[src/rtl/bts_pkg.sv]
package bts_pkg;

  localparam int COLOR_W = 16;
  localparam int TEXEL_W = 3 * COLOR_W;
  localparam int COORD_W = 18;
  localparam int CFG_W   = 9;

  // input word modes; code 3 is handled as bilinear
  localparam logic [1:0] MODE_LOAD     = 2'd0;
  localparam logic [1:0] MODE_NEAREST  = 2'd1;
  localparam logic [1:0] MODE_BILINEAR = 2'd2;

  // configuration register indexes
  localparam logic CFG_TEX_WIDTH  = 1'b0;
  localparam logic CFG_TEX_HEIGHT = 1'b1;

  typedef enum logic [3:0] {
    ST_IDLE,
    ST_LOC_S,
    ST_LOC_T,
    ST_LOC_Y,
    ST_RD0,
    ST_RD1,
    ST_RD2,
    ST_RD3,
    ST_RD4,
    ST_MIX0,
    ST_MIX1,
    ST_DONE
  } state_t;

  // shared MAC control
  typedef struct packed {
    logic en;        // update accumulators
    logic accum;     // add product to accumulator, else overwrite
    logic save_row;  // copy accumulator to row register
    logic use_row;   // multiplicand is the row register, else texel color
  } mac_ctl_t;

endpackage

[src/rtl/bts_mac.sv]
module bts_mac #(
  parameter int FRAC_BITS = 16
) (
  input  logic                        clk,
  input  bts_pkg::mac_ctl_t           ctl,
  input  logic [bts_pkg::TEXEL_W-1:0] texel,
  input  logic [FRAC_BITS:0]          weight,
  output logic [bts_pkg::TEXEL_W-1:0] result
);

  localparam int CW   = bts_pkg::COLOR_W;
  localparam int AW   = CW + FRAC_BITS;
  localparam int ACCW = AW + FRAC_BITS + 1;

  logic [ACCW-1:0] acc  [3];
  logic [AW-1:0]   row  [3];
  logic [AW-1:0]   opa  [3];
  logic [ACCW-1:0] prod [3];

  // lane 0 red, lane 1 green, lane 2 blue
  always_comb begin
    for (int k = 0; k < 3; k++) begin
      opa[k]  = ctl.use_row ? row[k]
                            : AW'(texel[(2 - k) * CW +: CW]);
      prod[k] = ACCW'(opa[k]) * ACCW'(weight);
    end
  end

  always_ff @(posedge clk) begin
    for (int k = 0; k < 3; k++) begin
      if (ctl.en) begin
        acc[k] <= ctl.accum ? acc[k] + prod[k] : prod[k];
      end
      if (ctl.save_row) begin
        row[k] <= acc[k][AW-1:0];
      end
    end
  end

  // weights carry 2*FRAC_BITS fraction bits after both passes
  always_comb begin
    for (int k = 0; k < 3; k++) begin
      result[(2 - k) * CW +: CW] = acc[k][2 * FRAC_BITS +: CW];
    end
  end

endmodule

[config.mk]
export PLATFORM = sky130hd
export DESIGN_NAME = bts_mac
export DESIGN_NICKNAME = d
export VERILOG_FILES = /design/src/rtl/bts_pkg.sv /design/src/rtl/bts_mac.sv
export SDC_FILE = /design/constraint.sdc
export NUM_CORES = 2
export LEC_CHECK = 0
export ABC_AREA = 0
export BUFFER_PORTS_ARGS = -buffer_cell sky130_fd_sc_hd__buf_2
export CAP_MARGIN = 25
export CORE_MARGIN = 2
export CORE_UTILIZATION = 40
export CTS_CLUSTER_DIAMETER = 200
export DETAILED_ROUTE_END_ITERATION = 6
export PLACE_DENSITY = 0.66
export RECOVER_POWER = 100
export SETUP_SLACK_MARGIN = 0.3
export SLEW_MARGIN = 25
export SYNTH_ARGS = -nofsm -noshare
export SYNTH_HDL_FRONTEND = slang
export SYNTH_SLANG_ARGS = --single-unit
[constraint.sdc]
create_clock -name clk -period 22 [get_ports clk]
set_input_delay 1.1 -clock clk [delete_from_list [all_inputs] [get_ports clk]]
set_output_delay 1.1 -clock clk [all_outputs]
set_load 0.02 [all_outputs]
Word level (Yosys, flattened, before mapping) --
Memories as Yosys holds them, arrays and structs flattened. Cells that the tools add are included.
Word-level totals: memories 2, RAM bits 243, output and inout port bits 48, bits in registers 0
Memories:
- acc | depth 3, width 49, read ports 3, clocked after memory_dff 0, write ports 3, line bts_mac.sv:15 | logic [ACCW-1:0] acc [3];
- row | depth 3, width 32, read ports 3, clocked after memory_dff 0, write ports 3, line bts_mac.sv:16 | logic [AW-1:0] row [3];
Operators by class: $mul 3, add/subtract/negate cells 3, multiplexer cells 10
Operator list (count):
- adder 49 bit | 3
- multiplier 32 x 17 -> 49 bit | 3
- 2-to-1 mux 49 bit | 3
- 2-to-1 mux 32 bit | 3
- 2-to-1 mux 1 bit | 4

Depth between registers and ports, before layout --
depth in word-level cells 4, gate-level depth with buffers 42, mapped depth without buffers 37

Worst setup path before layout --
OpenSTA, ideal clock, no wires.
path kind input port to flip-flop, from input port ctl[0] (netlist bit), to memory acc[0][45] (netlist bit), data pin, slack 11.743 ns, setup time 0.260 ns, buffers on the path 5, data required time 21.740 ns, data arrival time 9.997 ns, stages 40, cells stage by stage clkbuf_1 clkbuf_1 clkbuf_1 mux2_2 clkbuf_1 nand2_1 fa_1 inv_1 fa_1 inv_1 fa_1 inv_1 fa_1 fa_1 inv_1 fa_1 inv_1 ha_1 [... 4 more ...] a21oi_1 o21a_1 o21bai_1 a21oi_1 xnor2_1 ha_1 clkbuf_1 a21oi_1 o21a_1 or3_1 nand3_1 or4b_1 o21ai_1 o31ai_1 a211oi_1 o21ai_0 xor2_1 mux2_2
RTL lines:
- from (decl) | line bts_mac.sv:5 | input bts_pkg::mac_ctl_t ctl,
- to (decl) | line bts_mac.sv:15

==> flow_metrics.env <==
export IMPL_grt_pass1_wl_um=304000
export IMPL_ys_seq_elements=240
export IMPL_ys_types=75
export IMPL_hold_ws_ps=447
export IMPL_grt_setup_unrepaired="no"
export IMPL_maxCapViolations=10
export IMPL_clock_tree_root_cell="clkbuf_16"
export IMPL_hold_path_class="flip-flop to flip-flop"
export IMPL_cts_tree="yes"
export IMPL_hold_viol_final=0
export IMPL_fill_cells=16873
export IMPL_final_max_slew_viol_count=578
export IMPL_yosys_most_used_dff="edfxtp_1"
export IMPL_fin_tns_setup_ps=0
export IMPL_slew_limit_headroom_pct=-222
export IMPL_port_buffers=117
export IMPL_critPathSlowestCell="clkbuf_1"
export IMPL_cts_sinks=240
export IMPL_syn_instance_count=7854
export IMPL_routed_wl_um=189000
export IMPL_viasPerCell=5.30
export IMPL_synth_top_cell_by_area="fa_1"
export IMPL_cp_end_kind="flip-flop"
export IMPL_wl_per_cell_um=19.0
export IMPL_grt_pass1_vias=55631
export IMPL_vias=52749
export IMPL_use_met2_pct=37.8
export IMPL_arrival_ps=16550
export IMPL_regArea_um2=7210
export IMPL_ys_top_cells_by_area="fa_1 (39%), edfxtp_1 (10%), inv_1 (9.4%)"
export IMPL_place_gp_congestion=0.893
export IMPL_grt_use_met3_pct=2.56
export IMPL_cts_buffers_inserted=39
export IMPL_rows=152
export IMPL_die_h_um=419
export IMPL_hpwl_um=145000
export IMPL_critPathBufInv=7
export IMPL_start_util_pct=40.2
export IMPL_tightest_slew_ps=4820
export IMPL_netlist_area_um2=69000
export IMPL_grt_max_degree=121
export IMPL_cts_buffer_depth=3
export IMPL_gr_total_overflow=0
export IMPL_syn_area_per_cell_um2=8.78
export IMPL_clkLatencyLatePin_ps=630
export IMPL_post_place_ws_ps=10220
export IMPL_cpPeakStageDelay_ps=3240
export IMPL_ios=118
export IMPL_postCtsHoldBufs=0
export IMPL_synth_warning_count=0
export IMPL_drc=0
export IMPL_grt_busiest_layer="met2"
export IMPL_drt_pass1_iter_count=5
export IMPL_ctsHtreeMaxLevel=2
export IMPL_design_die_area_um2=176000
export IMPL_critPathRequiredTime_ps=22380
export IMPL_final_common_cell="inv_1"
export IMPL_worst_path_dominant_cell_family="buffers and inverters"
export IMPL_violations="max-capacitance violations, max-slew violations"
export IMPL_ctsResizeCount=0
export IMPL_ys_seq_area_share_pct=10.4
export IMPL_post_cts_buffers=0
export IMPL_fin_skew_ps=22.9
export IMPL_crit_type="input pin to flip-flop"
export IMPL_drive_gt1_share_pct=4.34
export IMPL_finalSetupViolations=0
export IMPL_postRouteAntennaNets=0
export IMPL_clk_pin_slew_ps=70
export IMPL_synth_edf_count=240
export IMPL_synthesis_nets=9775
export IMPL_post_route_period_util_pct=73.5
export IMPL_coreArea_um2=172000
export IMPL_worst_slack_ps=5820
export IMPL_antenna_found_initial=9
export IMPL_use_met1_pct=28.1
export IMPL_multi_input_area_um2=53400
export IMPL_final_cell_mix="inv_1 (1718), nand2_1 (1347), fa_1 (1347), ha_1 (504), and2_1 (381)"
export IMPL_cp_start_kind="input pin"
export IMPL_fin_nets=9533
export IMPL_max_freq_mhz=61.8
export IMPL_drtIter0Drc=3828
export IMPL_fin_cells=9956
export IMPL_cp_max_fo=120
export IMPL_placed_cells=9881
export IMPL_area_growth_pct=4.66
export IMPL_status="finished with violations"
export IMPL_period_minus_slack_ps=16180
export IMPL_cp_common_cell="fa_1"
export IMPL_netlist_area_leader_share_pct=39.1
export IMPL_grt_usage_pct=21.9
export IMPL_ys_async_sr_fraction_pct=0
export IMPL_die_w_um=419
==> synthesized netlist by cell type (8+ instances only) <==
master	number
and4_1	9
ha_1	504
nor2_1	137
and2_1	390
nand2_1	1347
a221oi_1	8
a31o_2	14
edfxtp_1	240
and2_0	19
nand4_1	56
o21ai_0	180
o211ai_1	13
inv_1	1719
nor2b_1	30
o31ai_1	13
a21oi_1	283
o21ai_1	11
nor3_1	17
buf_4	48
xor2_1	114
clkbuf_1	399
mux2_2	134
o21bai_1	47
fa_1	1347
o21a_1	26
nand2b_1	21
nand3_1	45
a211oi_1	28
a31oi_1	26
or3_1	13
and3_1	181
nor4_1	9
xnor2_1	149
a21o_1	174
==> final timing paths <==
check | from | endpoint | slack (ps) | cells past startpoint
setup / recovery | ctl[0] | acc[0][41] | 5820 | 33
hold reg to reg | acc[0][100] | row[0][66] | 450 | 0
hold / removal | acc[0][100] | row[0][66] | 450 | 0
setup reg to reg | row[0][13] | acc[0][41] | 11640 | 31
==> routing by layer <==
layer  vias to the layer above  routed length (um)  share of wire, %
met1                     26897               75700                40
met5                         -                  35             0.019
met2                      1983               93800                50
li1                      23504                   -                 -
met4                         6                7410               3.9
met3                       359               12200               6.4
==> worst reg2reg max path, delay by kind of cell (launching register included) <==
family,cells,cell delay [ps]
AO/OA/AOI/OAI,7,2600
XOR/XNOR,2,390
adder cells (fa/ha/maj),8,3770
buffers and inverters,5,250
flip-flops,1,360
multiplexers,2,840
AND/OR/NAND/NOR,7,1900
==> layout make-up <==
cell class              count  share of cell area (%)
well taps                2310                    4.00
flip-flops and latches    240                    9.98
diodes                      5                  0.0173
repair buffers            168                    1.28
multi-input cells        5444                    74.0
clock inverters            28                   0.414
clock buffers              42                    1.40
inverters                1719                    8.94
==> state kept, by name, summed over array words and instances, names as in the netlist <==
register,count
acc,144
row,96
==> kinds of logic after synthesis <==
kind of cell / after synthesis / synth area share (%)
xor+xnor: 264 / 3.37
fa+ha+maj: 1851 / 48.2
mux: 134 / 2.19
buf+inv: 2170 / 12.1
flops: 240 / 10.4
compound gates: 896 / 8.24
simple gates: 2299 / 15.5
==> metrics by stage <==
stage	cell area, um^2	utilization (%)
2_1_floorplan	69000	-
3_3_place_gp	71000	41.4
3_5_place_dp	71000	41.4
4_1_cts	72300	42.2
6_report	72200	42.1
5_1_grt	72200	42.1
Power is left out: the tool's default activity adds up to more than one toggle a clock period on the data nets, which glitch-free logic cannot reach.
