===== config.mk =====
export PLATFORM = sky130hd
export DESIGN_NAME = bts_locate
export DESIGN_NICKNAME = d
export VERILOG_FILES = /design/src/rtl/bts_pkg.sv /design/src/rtl/bts_locate.sv
export SDC_FILE = /design/constraint.sdc
export NUM_CORES = 1
export LEC_CHECK = 0
export BUFFER_PORTS_ARGS = -buffer_cell sky130_fd_sc_hd__buf_2
export CORE_UTILIZATION = 50
export DETAILED_ROUTE_END_ITERATION = 8
export PLACE_DENSITY = 0.68
export SLEW_MARGIN = 20
export SYNTH_ARGS = -nofsm -noshare
export SYNTH_HDL_FRONTEND = slang
export SYNTH_SLANG_ARGS = --single-unit

===== constraint.sdc =====
create_clock -name clk -period 21.6 [get_ports clk]
set_input_delay 4.32 -clock clk [delete_from_list [all_inputs] [get_ports clk]]
set_output_delay 4.32 -clock clk [all_outputs]
set_load 0.02 [all_outputs]

===== src/rtl/bts_pkg.sv =====
package bts_pkg;

  localparam int COLOR_W = 16;
  localparam int TEXEL_W = 3 * COLOR_W;
  localparam int COORD_W = 18;
  localparam int CFG_W   = 9;

  // input word modes; code 3 is handled as bilinear
  localparam logic [1:0] MODE_LOAD     = 2'd0;
  localparam logic [1:0] MODE_NEAREST  = 2'd1;
  localparam logic [1:0] MODE_BILINEAR = 2'd2;

  // configuration register indexes
  localparam logic CFG_TEX_WIDTH  = 1'b0;
  localparam logic CFG_TEX_HEIGHT = 1'b1;

  typedef enum logic [3:0] {
    ST_IDLE,
    ST_LOC_S,
    ST_LOC_T,
    ST_LOC_Y,
    ST_RD0,
    ST_RD1,
    ST_RD2,
    ST_RD3,
    ST_RD4,
    ST_MIX0,
    ST_MIX1,
    ST_DONE
  } state_t;

  // shared MAC control
  typedef struct packed {
    logic en;        // update accumulators
    logic accum;     // add product to accumulator, else overwrite
    logic save_row;  // copy accumulator to row register
    logic use_row;   // multiplicand is the row register, else texel color
  } mac_ctl_t;

endpackage


===== src/rtl/bts_locate.sv =====
module bts_locate #(
  parameter int FRAC_BITS = 16,
  parameter int IW        = 8
) (
  input  logic                                clk,
  input  logic                                en,
  input  logic signed [bts_pkg::COORD_W-1:0]  coord,
  input  logic [bts_pkg::CFG_W-1:0]           size,
  output logic [IW-1:0]                       idx,
  output logic [FRAC_BITS-1:0]                frac
);

  localparam int PW = bts_pkg::COORD_W + bts_pkg::CFG_W + 1;

  logic signed [PW-1:0]        prod;
  logic [bts_pkg::CFG_W-1:0]   size_r;
  logic signed [PW-1:0]        idx_full;
  logic signed [PW-1:0]        lim;
  logic [bts_pkg::CFG_W-1:0]   size_m1;
  logic                        neg;
  logic                        over;

  // scale by size; result read back the next cycle
  always_ff @(posedge clk) begin
    if (en) begin
      prod   <= coord * $signed({1'b0, size});
      size_r <= size;
    end
  end

  always_comb begin
    size_m1  = size_r - bts_pkg::CFG_W'(1);
    idx_full = prod >>> FRAC_BITS;
    lim      = $signed({{(PW - bts_pkg::CFG_W){1'b0}}, size_m1});
    neg      = prod[PW-1];
    over     = idx_full > lim;
    if (neg) begin
      idx  = '0;
      frac = '0;
    end else if (over) begin
      idx  = IW'(size_m1);
      frac = '0;
    end else begin
      idx  = idx_full[IW-1:0];
      frac = prod[FRAC_BITS-1:0];
    end
  end

endmodule


Word-level counts from Yosys, hierarchy flattened

Index checks and enable logic that the tools add are counted.

RAM bits: 0
Latch bits: 0
Word-level logic and storage cells: 9
Bits in registers: 37
Bits in read-only memories: 0
Memories kept: 0
Input bits: 29
Output and inout bits: 24

Add/sub/neg operators: 1
Reduce and logical (&&, ||, !) cells: 0
$lt $le $gt $ge: 1
Bitwise operators: 0
Equality and inequality tests: 0
Multiplexer cells: 4
Shift operators: 0
Multipliers: 1
Divide/modulo/power cells: 0

Operators by type and width:

| kind                  | count |
|---|---|
| $mux W16              | 2 |
| $mul A18 B10 Y28      | 1 |
| $mux W8               | 2 |
| $gt A12 B10 Y1        | 1 |
| $sub A9 B1 Y9 const B | 1 |

Depth between registers and ports, before layout

Gate-level depths: netlist (run 1).

Word-level depth: 4
Mapped depth: 22
Mapped depth without buffers: 19

Worst setup path before layout (run 1)

OpenSTA, ideal clock, no wires.

Path type: input to register
Start: in size[1] in the netlist's numbering
End: reg prod[26], data pin
Cell stages on the path: 20
Data required time: 21.463 ns
Setup time: 0.137 ns
Arrival: 9.599 ns
Path buffers: 3
Path slack: 11.864 ns
Cells stage by stage: clkbuf_1 > clkbuf_1 > nand2_1 > fa_1 > inv_1 > fa_1 > fa_1 > fa_1 > inv_1 > fa_1 > inv_1 > ha_1 > buf_2 > a2111oi_0 > o21a_1 > o32ai_2 > a32o_1 > a31o_1 > or4_1 > nand4_1

Word-level cells in the longest chain between the ends: 1

Ends and longest elaborated chain:

| element                | line             | text |
|---|---|---|
| start: declaration     | bts_locate.sv:8  | `input logic [bts_pkg::CFG_W-1:0] size,` |
| $mul A18 B10 Y28       | bts_locate.sv:26 | `prod <= coord * $signed({1'b0, size});` |
| end signal: assignment | bts_locate.sv:26 |  |
| end: declaration       | bts_locate.sv:15 | `logic signed [PW-1:0] prod;` |

No other way between the ends.
A chain may end at the register's enable or synchronous reset.

Final worst setup path (run 1)

Same ends and word-level chain as after synthesis.

==> results of run 1 <==
path summary, 6_finish.rpt:
| path | start | end | slack [ns] | depth (start not counted) |
|---|---|---|---|---|
| max | size[1] | prod[26] | 11.98 | 18 |
| min | coord[0] | prod[0] | 4.45 | 2 |
worst max-delay path: stages:
cell       delay, ns
buf_2           0.35
nand2_1         0.15
fa_1            0.55
inv_1           0.05
fa_1            0.48
fa_1            0.46
fa_1            0.54
inv_1           0.05
fa_1            0.53
inv_1           0.04
ha_1            0.40
a2111oi_0       0.46
o21a_1          0.20
o32ai_2         0.10
a32o_1          0.30
a31o_1          0.26
or4_1           0.40
nand4_1         0.11
cells by family after synthesis:
logic type | Yosys count
AOI/OAI and AO/OA | 82
xor gates and xnor gates | 33
adders and majority gates | 207
buffers and inverters | 195
DFF | 37
muxes | 2
and+or+nand+nor | 251
cell type report:
| type | instances | area [sq um] | area share [%] |
|---|---|---|---|
| inverter | 170 | 638 | 7.77 |
| timing repair buffer | 52 | 260 | 3.17 |
| multi-input combinational | 575 | 5780 | 70.4 |
| sequential | 37 | 1110 | 13.5 |
| tap | 184 | 230 | 2.80 |
| clock inverter | 3 | 68.8 | 0.838 |
| clock buffer | 5 | 125 | 1.52 |
flip-flops by register name (all words and copies together) (netlist names):
signal / flops
prod: 28
size_r: 9
placed cells by master (no fill, tap or decap), drive strengths merged, types with 2 or more instances in the layout:
cell     instances
xnor2           25
nand4            5
a211oi           9
fa             136
nand4b           2
bufinv           2
nor2b            4
ha              71
nor4             3
nand2b           4
inv            171
nor3             7
o21ai           14
nand2           86
a21o             8
or3              3
a221oi           2
nor2            21
a21oi           21
nand3            6
a31o             2
a31oi            7
xor2             8
buf             52
a2111oi          2
edfxtp          37
o21a             8
and4             2
and2           103
clkbuf           5
and3             2
power by group:
group / internal (mW) / leakage (nW) / switching, mW / total (mW)
Combinational: 0.419 / 3.71 / 0.581 / 1.00
Clock: 0.0665 / 0.0944 / 0.0277 / 0.0941
Sequential: 0.154 / 0.362 / 0.0131 / 0.168
Total: 0.640 / 4.17 / 0.621 / 1.26
metal layers:
layer / vias to the layer above / part of all wire (%) / GRT usage [%]
met4: 0 / 0.72 / 3.66
li1: 2579 / - / -
met3: 8 / 3.8 / 1.84
met2: 103 / 44 / 34.0
met1: 2591 / 52 / 31.1
met5: - / 0 / 0
==> results.json, run 1 <==
{
  "rsz0062_at_grt": "no",
  "yosysMostFrequentCell": "inv_1",
  "synth_compound_area_share_pct": 7.24,
  "synthesis.area_sq_um": 7620,
  "utilization_pct": 55.9,
  "die_h_um": 125,
  "fillers": 1330,
  "grt_pass1_wl_mm": 26.7,
  "fin_crit_sh_pct": 44.6,
  "drt_iter0_drc": 238,
  "synth-xor-area-share_pct": 3.79,
  "vdd_drop_max_mv": 0.0767,
  "setup_tns_ns": 0,
  "setup_slack_ns": 11.98,
  "drc": 9,
  "grtUsageTotal_pct": 21.0,
  "wl_mm": 14.7,
  "grt_pass1_vias": 5551,
  "holdWs_ns": 4.45,
  "cp-start-kind": "input pin",
  "status": "finished with violations",
  "place_ws_ns": 11.69,
  "yosysTopAreaCell": "fa_1",
  "ys_ff_latch": 37,
  "slew_headroom_pct": 48.8,
  "die_w_um": 125,
  "ys.flop_type": "edfxtp_1",
  "place_inst": 1018,
  "htree_levels": 2,
  "clk_pin_slew_worst_paths_ns": 0.06,
  "yosys.area_share.simple_pct": 17.1,
  "area_growth_pct": 7.73,
  "yosysSeqAreaShare_pct": 14.6,
  "cts_setup_buffers": 0,
  "io_buffers": 52,
  "avgSynthCellArea_sq_um": 9.44,
  "start_util_pct": 51.8,
  "fp-row-count": 44,
  "cp_max_fo": 19,
  "violations": "DRC",
  "synthMuxAreaShare_pct": 0.279,
  "route.detailed.wl_per_inst_um": 14.3,
  "drtPass1Iterations": 8,
  "dp_hpwl_mm": 12.2,
  "syn_inst": 807,
  "synth_fa_ha_area_share_pct": 47.4,
  "final_nets": 1077,
  "num_vias": 5281,
  "synth_fp_nets": 1043,
  "timing_hold_violations_final": 0,
  "setup_violations": 0,
  "antennaDiodeCount": 0,
  "total_power_mw": 1.26,
  "async_flop_share_pct": 0,
  "layout-drive-gt1-share_pct": 7.96,
  "cap_violations": 0,
  "dpl_cell_area_sq_um": 8020,
  "overflow": 0,
  "worst_setup_path_end_kind": "flip-flop",
  "arrival_ns": 9.77,
  "synth_edf_count": 37,
  "cts.repair.resized": 0,
  "cts_root_buffer": "clkbuf_16",
  "via_per_inst": 5.15,
  "postRouteAntennaNets": 0,
  "drv_slew": 0,
  "cts_hold_buf": 0,
  "max_freq_mhz": 104,
  "grt_max_degree": 38,
  "gp_congestion": 0.838,
  "antenna_found_initial": 0,
  "yosysWarnings": 0,
  "min_path_type": "in2reg",
  "fin_area_sq_um": 8210,
  "clockBufferDepth": 2,
  "synth_top_family_by_area": "adder cells",
  "synth_top_area_share_pct": 35.7,
  "yosys-top-cells-area": "fa_1, edfxtp_1, ha_1, and2_1, inv_1",
  "synth.distinct_cells": 46,
  "power_density_nw_per_um2": 154,
  "worstSetupPathType": "in2reg",
  "numCtsBuffers": 5,
  "fin_crit_ns": 9.62,
  "final_cell_count_no_fill": 1026,
  "ys_top_cells_by_count": "inv_1, fa_1, and2_1",
  "core_sq_um": 14700,
  "power_leakage_nw": 4.17,
  "top_level_ports": 53,
  "dieArea_sq_um": 15700,
  "worst_ep_required_time_ns": 21.74,
  "cts_tree": "yes",
  "clock_sinks": 37,
  "worstMarginPinSlew_ns": 0.768
}
Note: power is estimated with default switching activity, not from simulation.
==> run 2: changes to the inputs <==
PLACE_DENSITY = 0.71   (was 0.68)
clock period = 8.3 ns   (was 21.6 ns; I/O delays follow)
==> run 2 against run 1 <==
Against the previous run:
- largest cell class unchanged
- largest power group unchanged
- total power rose to 2.6 times the previous value
- the flow still finishes with violations (DRC)
- die area is the same
- count of clock-buffer cells in the layout is the same
- design area decreased by 0.69%
==> results.json, run 2 (synthesized netlist as in run 1, its figures left out) <==
{
  "status": "finished with violations",
  "violations": "DRC",
  "route.detailed.wl_per_inst_um": 14.6,
  "setup_violations": 0,
  "via_per_inst": 5.15,
  "min_path_type": "in2reg",
  "numCtsBuffers": 5,
  "place_inst": 1018,
  "power_leakage_nw": 4.14,
  "rsz0062_at_grt": "no",
  "cts.repair.resized": 0,
  "reg_top3": "prod x28, size_r x9",
  "largest_reg_flops": 28,
  "fin_crit_ns": 6.98,
  "cp.depth": 18,
  "cp_common_cell": "fa_1",
  "die_h_um": 125,
  "dieArea_sq_um": 15700,
  "slowest_stage": "fa_1",
  "postRouteAntennaNets": 0,
  "worstSetupPathType": "in2reg",
  "cp-start-kind": "input pin",
  "grt_pass1_wl_mm": 26.7,
  "power_density_nw_per_um2": 396,
  "final_nets": 1077,
  "clkPwrFrac_pct": 5.3,
  "swShare_pct": 50.3,
  "layout-drive-gt1-share_pct": 7.72,
  "clk_pin_slew_worst_paths_ns": 0.05,
  "core_sq_um": 14700,
  "drtPass1Iterations": 8,
  "crit_buf_inv": 4,
  "max_freq_mhz": 143,
  "slew_headroom_pct": 49.9,
  "regMostFlops": "prod",
  "grtUsageTotal_pct": 21.0,
  "area_growth_pct": 6.99,
  "clock_sinks": 37,
  "antenna_found_initial": 0,
  "grt_pass1_vias": 5597,
  "overflow": 0,
  "grt_max_degree": 38,
  "setup_tns_ns": 0,
  "die_w_um": 125,
  "cts_setup_buffers": 0,
  "final_cell_count_no_fill": 1026,
  "io_buffers": 52,
  "combinationalPowerShare_pct": 81.2,
  "setup_slack_ns": 1.32,
  "p_int_mw": 1.60,
  "vdd_drop_max_mv": 0.199,
  "total_power_mw": 3.23,
  "crit_start": "size[1]",
  "cts_tree": "yes",
  "wl_mm": 14.9,
  "drt_iter0_drc": 207,
  "timing_hold_violations_final": 0,
  "start_util_pct": 51.8,
  "cts_root_buffer": "clkbuf_16",
  "fin_crit_sh_pct": 84.1,
  "crit_chain": "buf_2 > nand2_1 > fa_1 > inv_1 > fa_1 > fa_1 > fa_1 > inv_1 > fa_1 > inv_1 > ha_1 > a2111oi_0 > o21a_1 > o32ai_2 > a32o_1 > a31o_1 > or4_1 > nand4_1",
  "antennaDiodeCount": 0,
  "crit_end": "prod[26]",
  "drv_slew": 0,
  "layout_common_cells": "inv_1, fa_1, and2_1",
  "cp_max_fo": 19,
  "top_level_ports": 53,
  "gp_congestion": 0.864,
  "htree_levels": 2,
  "critPathTopFamily": "adder cells",
  "drc": 7,
  "worst_ep_required_time_ns": 8.44,
  "layout_commonest_cell": "inv_1",
  "p_sw_mw": 1.62,
  "arrival_ns": 7.12,
  "worst_setup_path_end_kind": "flip-flop",
  "clockBufferDepth": 2,
  "p_seq_share_pct": 13.5,
  "dp_hpwl_mm": 12.5,
  "max_stage_delay_ns": 0.56,
  "cap_violations": 0,
  "fp-row-count": 44,
  "place_ws_ns": 1.01,
  "cts_hold_buf": 0,
  "worstMarginPinSlew_ns": 0.752,
  "num_vias": 5286
}
run 2: area by class of cell:
cell class | count | area, sq um
flip-flops and latches | 37 | 1110
clock inverters | 3 | 12.5
fillers | 1320 | 6550
clock buffers | 5 | 125
well taps | 184 | 230
inverters | 170 | 638
repair buffers | 52 | 260
multi-input cells | 575 | 5780
run 2: stage by stage:
stage | cell area, sq um | hold slack [ns] | utilization (%)
after global placement | 8020 | 2.08 | 54.5
after detailed placement | 8020 | 2.09 | 54.5
after floorplan | 7620 | 1.76 | -
after global routing | 8150 | 1.82 | 55.5
after CTS | 8150 | 1.80 | 55.5
final | 8150 | 1.80 | 55.5
run 2: worst min-delay path by stage:
stage                         from        end  slack, ns  cells past startpoint
after floorplan            size[0]  size_r[0]       1.76                      0
after global placement    coord[0]    prod[0]       2.08                      2
after detailed placement  coord[0]    prod[0]       2.09                      2
after CTS                 coord[0]    prod[0]       1.80                      2
after global routing       size[8]  size_r[8]       1.82                      1
final                     coord[0]    prod[0]       1.80                      2
run 2: layer usage:
layer  part of all wire (%)  GRT usage, %
met5                      0             0
met3                    4.0          1.67
met1                     49          30.3
met2                     46          34.6
met4                   0.88          4.81
run 2: power groups by stage:
stage / Clock (mW) / Sequential, mW / Combinational, mW
2_1_floorplan: 0 / 0.421 / 2.08
3_3_place_gp: 0 / 0.440 / 2.55
3_5_place_dp: 0 / 0.439 / 2.62
4_1_cts: 0.176 / 0.437 / 2.63
5_1_grt: 0.184 / 0.445 / 3.02
6_report: 0.171 / 0.435 / 2.62
==> run 3: changes to the inputs <==
PLACE_DENSITY = 0.68   (was 0.71)
clock period = 6.8 ns   (was 8.3 ns; I/O delays follow)
==> run 3 against run 2 <==
Against the previous run:
- the run still ends with DRC left
- non-clock buffer count grew 14
- clock power grew 48%
- final cell count grew 1.4%
- utilization grew 0.91 points
- die area is the same
- combinational power grew 24%
- count of clock-buffer cells in the layout is the same
- wire length grew 0.21%
- via count grew 0.45%
- total power grew 25%
==> results.json, run 3 (synthesized netlist as in run 1, its figures left out) <==
{
  "status": "finished with violations",
  "violations": "DRC",
  "final_cell_count_no_fill": 1040,
  "drc": 9,
  "num_vias": 5310,
  "clkPwrFrac_pct": 6.2,
  "final_nets": 1091,
  "crit_chain": "buf_2 > nand2_1 > fa_1 > inv_1 > fa_1 > fa_1 > fa_1 > inv_1 > fa_1 > inv_1 > ha_1 > a2111oi_0 > o21a_1 > o32ai_2 > a32o_1 > a31o_1 > or4_1 > nand4_1",
  "grtUsageTotal_pct": 20.9,
  "antennaDiodeCount": 0,
  "cp_max_fo": 14,
  "setup_violations": 0,
  "io_buffers": 52,
  "grt_max_degree": 38,
  "p_seq_share_pct": 13.1,
  "power_leakage_nw": 4.22,
  "area_growth_pct": 8.75,
  "worstSetupPathType": "in2reg",
  "place_inst": 1032,
  "setup_tns_ns": 0,
  "reg_top3": "prod x28, size_r x9",
  "largest_reg_flops": 28,
  "total_power_mw": 4.05,
  "vdd_drop_max_mv": 0.275,
  "cap_violations": 0,
  "cts_root_buffer": "clkbuf_16",
  "place_ws_ns": 0.0777,
  "htree_levels": 2,
  "max_stage_delay_ns": 0.55,
  "start_util_pct": 51.8,
  "drtPass1Iterations": 7,
  "via_per_inst": 5.11,
  "p_int_mw": 2.07,
  "dpl_cell_area_sq_um": 8120,
  "power_density_nw_per_um2": 488,
  "critPathTopFamily": "adder cells",
  "dieArea_sq_um": 15700,
  "core_sq_um": 14700,
  "gp_congestion": 0.850,
  "worst_ep_required_time_ns": 6.95,
  "rsz0062_at_grt": "no",
  "fin_crit_sh_pct": 94.8,
  "p_sw_mw": 1.97,
  "dp_hpwl_mm": 12.6,
  "cp_common_cell": "fa_1",
  "worstMarginPinSlew_ns": 0.757,
  "min_path_type": "in2reg",
  "fillers": 1329,
  "cts_tree": "yes",
  "utilization_pct": 56.4,
  "top_level_ports": 53,
  "numCtsBuffers": 5,
  "worst_setup_path_end_kind": "flip-flop",
  "die_w_um": 125,
  "cts_hold_buf": 0,
  "drv_slew": 0,
  "fp-row-count": 44,
  "overflow": 0,
  "layout_common_cells": "inv_1, fa_1, and2_1",
  "drt_iter0_drc": 220,
  "slew_headroom_pct": 49.5,
  "setup_slack_ns": 0.353,
  "combinationalPowerShare_pct": 80.6,
  "clk_pin_slew_worst_paths_ns": 0.06,
  "swShare_pct": 48.8,
  "antenna_found_initial": 0,
  "crit_buf_inv": 4,
  "regMostFlops": "prod",
  "fin_crit_ns": 6.45,
  "route.detailed.wl_per_inst_um": 14.4,
  "slowest_stage": "fa_1",
  "die_h_um": 125,
  "wl_mm": 15.0,
  "timing_hold_violations_final": 0,
  "grt_pass1_wl_mm": 26.4,
  "clock_sinks": 37,
  "postRouteAntennaNets": 0,
  "fin_area_sq_um": 8290,
  "arrival_ns": 6.59,
  "max_freq_mhz": 155,
  "holdWs_ns": 1.47,
  "cp-start-kind": "input pin",
  "grt_pass1_vias": 5522,
  "cts.repair.resized": 0,
  "cts_setup_buffers": 0,
  "layout_commonest_cell": "inv_1",
  "clockBufferDepth": 2,
  "layout-drive-gt1-share_pct": 9.35
}
==> run 3: cell types whose count changed in the layout (fill, tap and decap cells not counted) <==
cell and change:
bufinv_16 +1, clkinv_1 -1, clkinvlp_4 +1, buf_4 +14, clkinv_2 -1
==> run 3: cell type report <==
| cell class | instances | area [sq um] | area share [%] |
|---|---|---|---|
| clock inverter | 3 | 41.3 | 0.498 |
| tap | 184 | 230 | 2.78 |
| sequential | 37 | 1110 | 13.4 |
| inverter | 170 | 638 | 7.70 |
| multi-input combinational | 575 | 5780 | 69.7 |
| clock buffer | 5 | 125 | 1.51 |
| timing repair buffer | 66 | 365 | 4.41 |
==> run 3: power groups by stage <==
stage / clock, mW / sequential [mW] / combinational [mW]
floorplan: 0 / 0.514 / 2.54
global placement: 0 / 0.535 / 3.23
detailed placement: 0 / 0.537 / 3.26
CTS: 0.258 / 0.533 / 3.28
global route: 0.269 / 0.543 / 3.75
finish: 0.253 / 0.532 / 3.26
==> run 3: path summary, 6_finish.rpt <==
check	end	startpoint	slack [ns]	cells past startpoint
worst max-delay path	prod[26]	size[1]	0.35	18
worst min-delay path	size_r[4]	size[4]	1.47	1
==> run 3: routing by layer <==
layer / vias to the layer above / track usage [%] / wire length (um)
met1: 2585 / 31.4 / 7660
li1: 2612 / - / -
met2: 105 / 33.1 / 6610
met4: 0 / 4.23 / 107
met5: - / 0 / 0
met3: 8 / 2.01 / 590
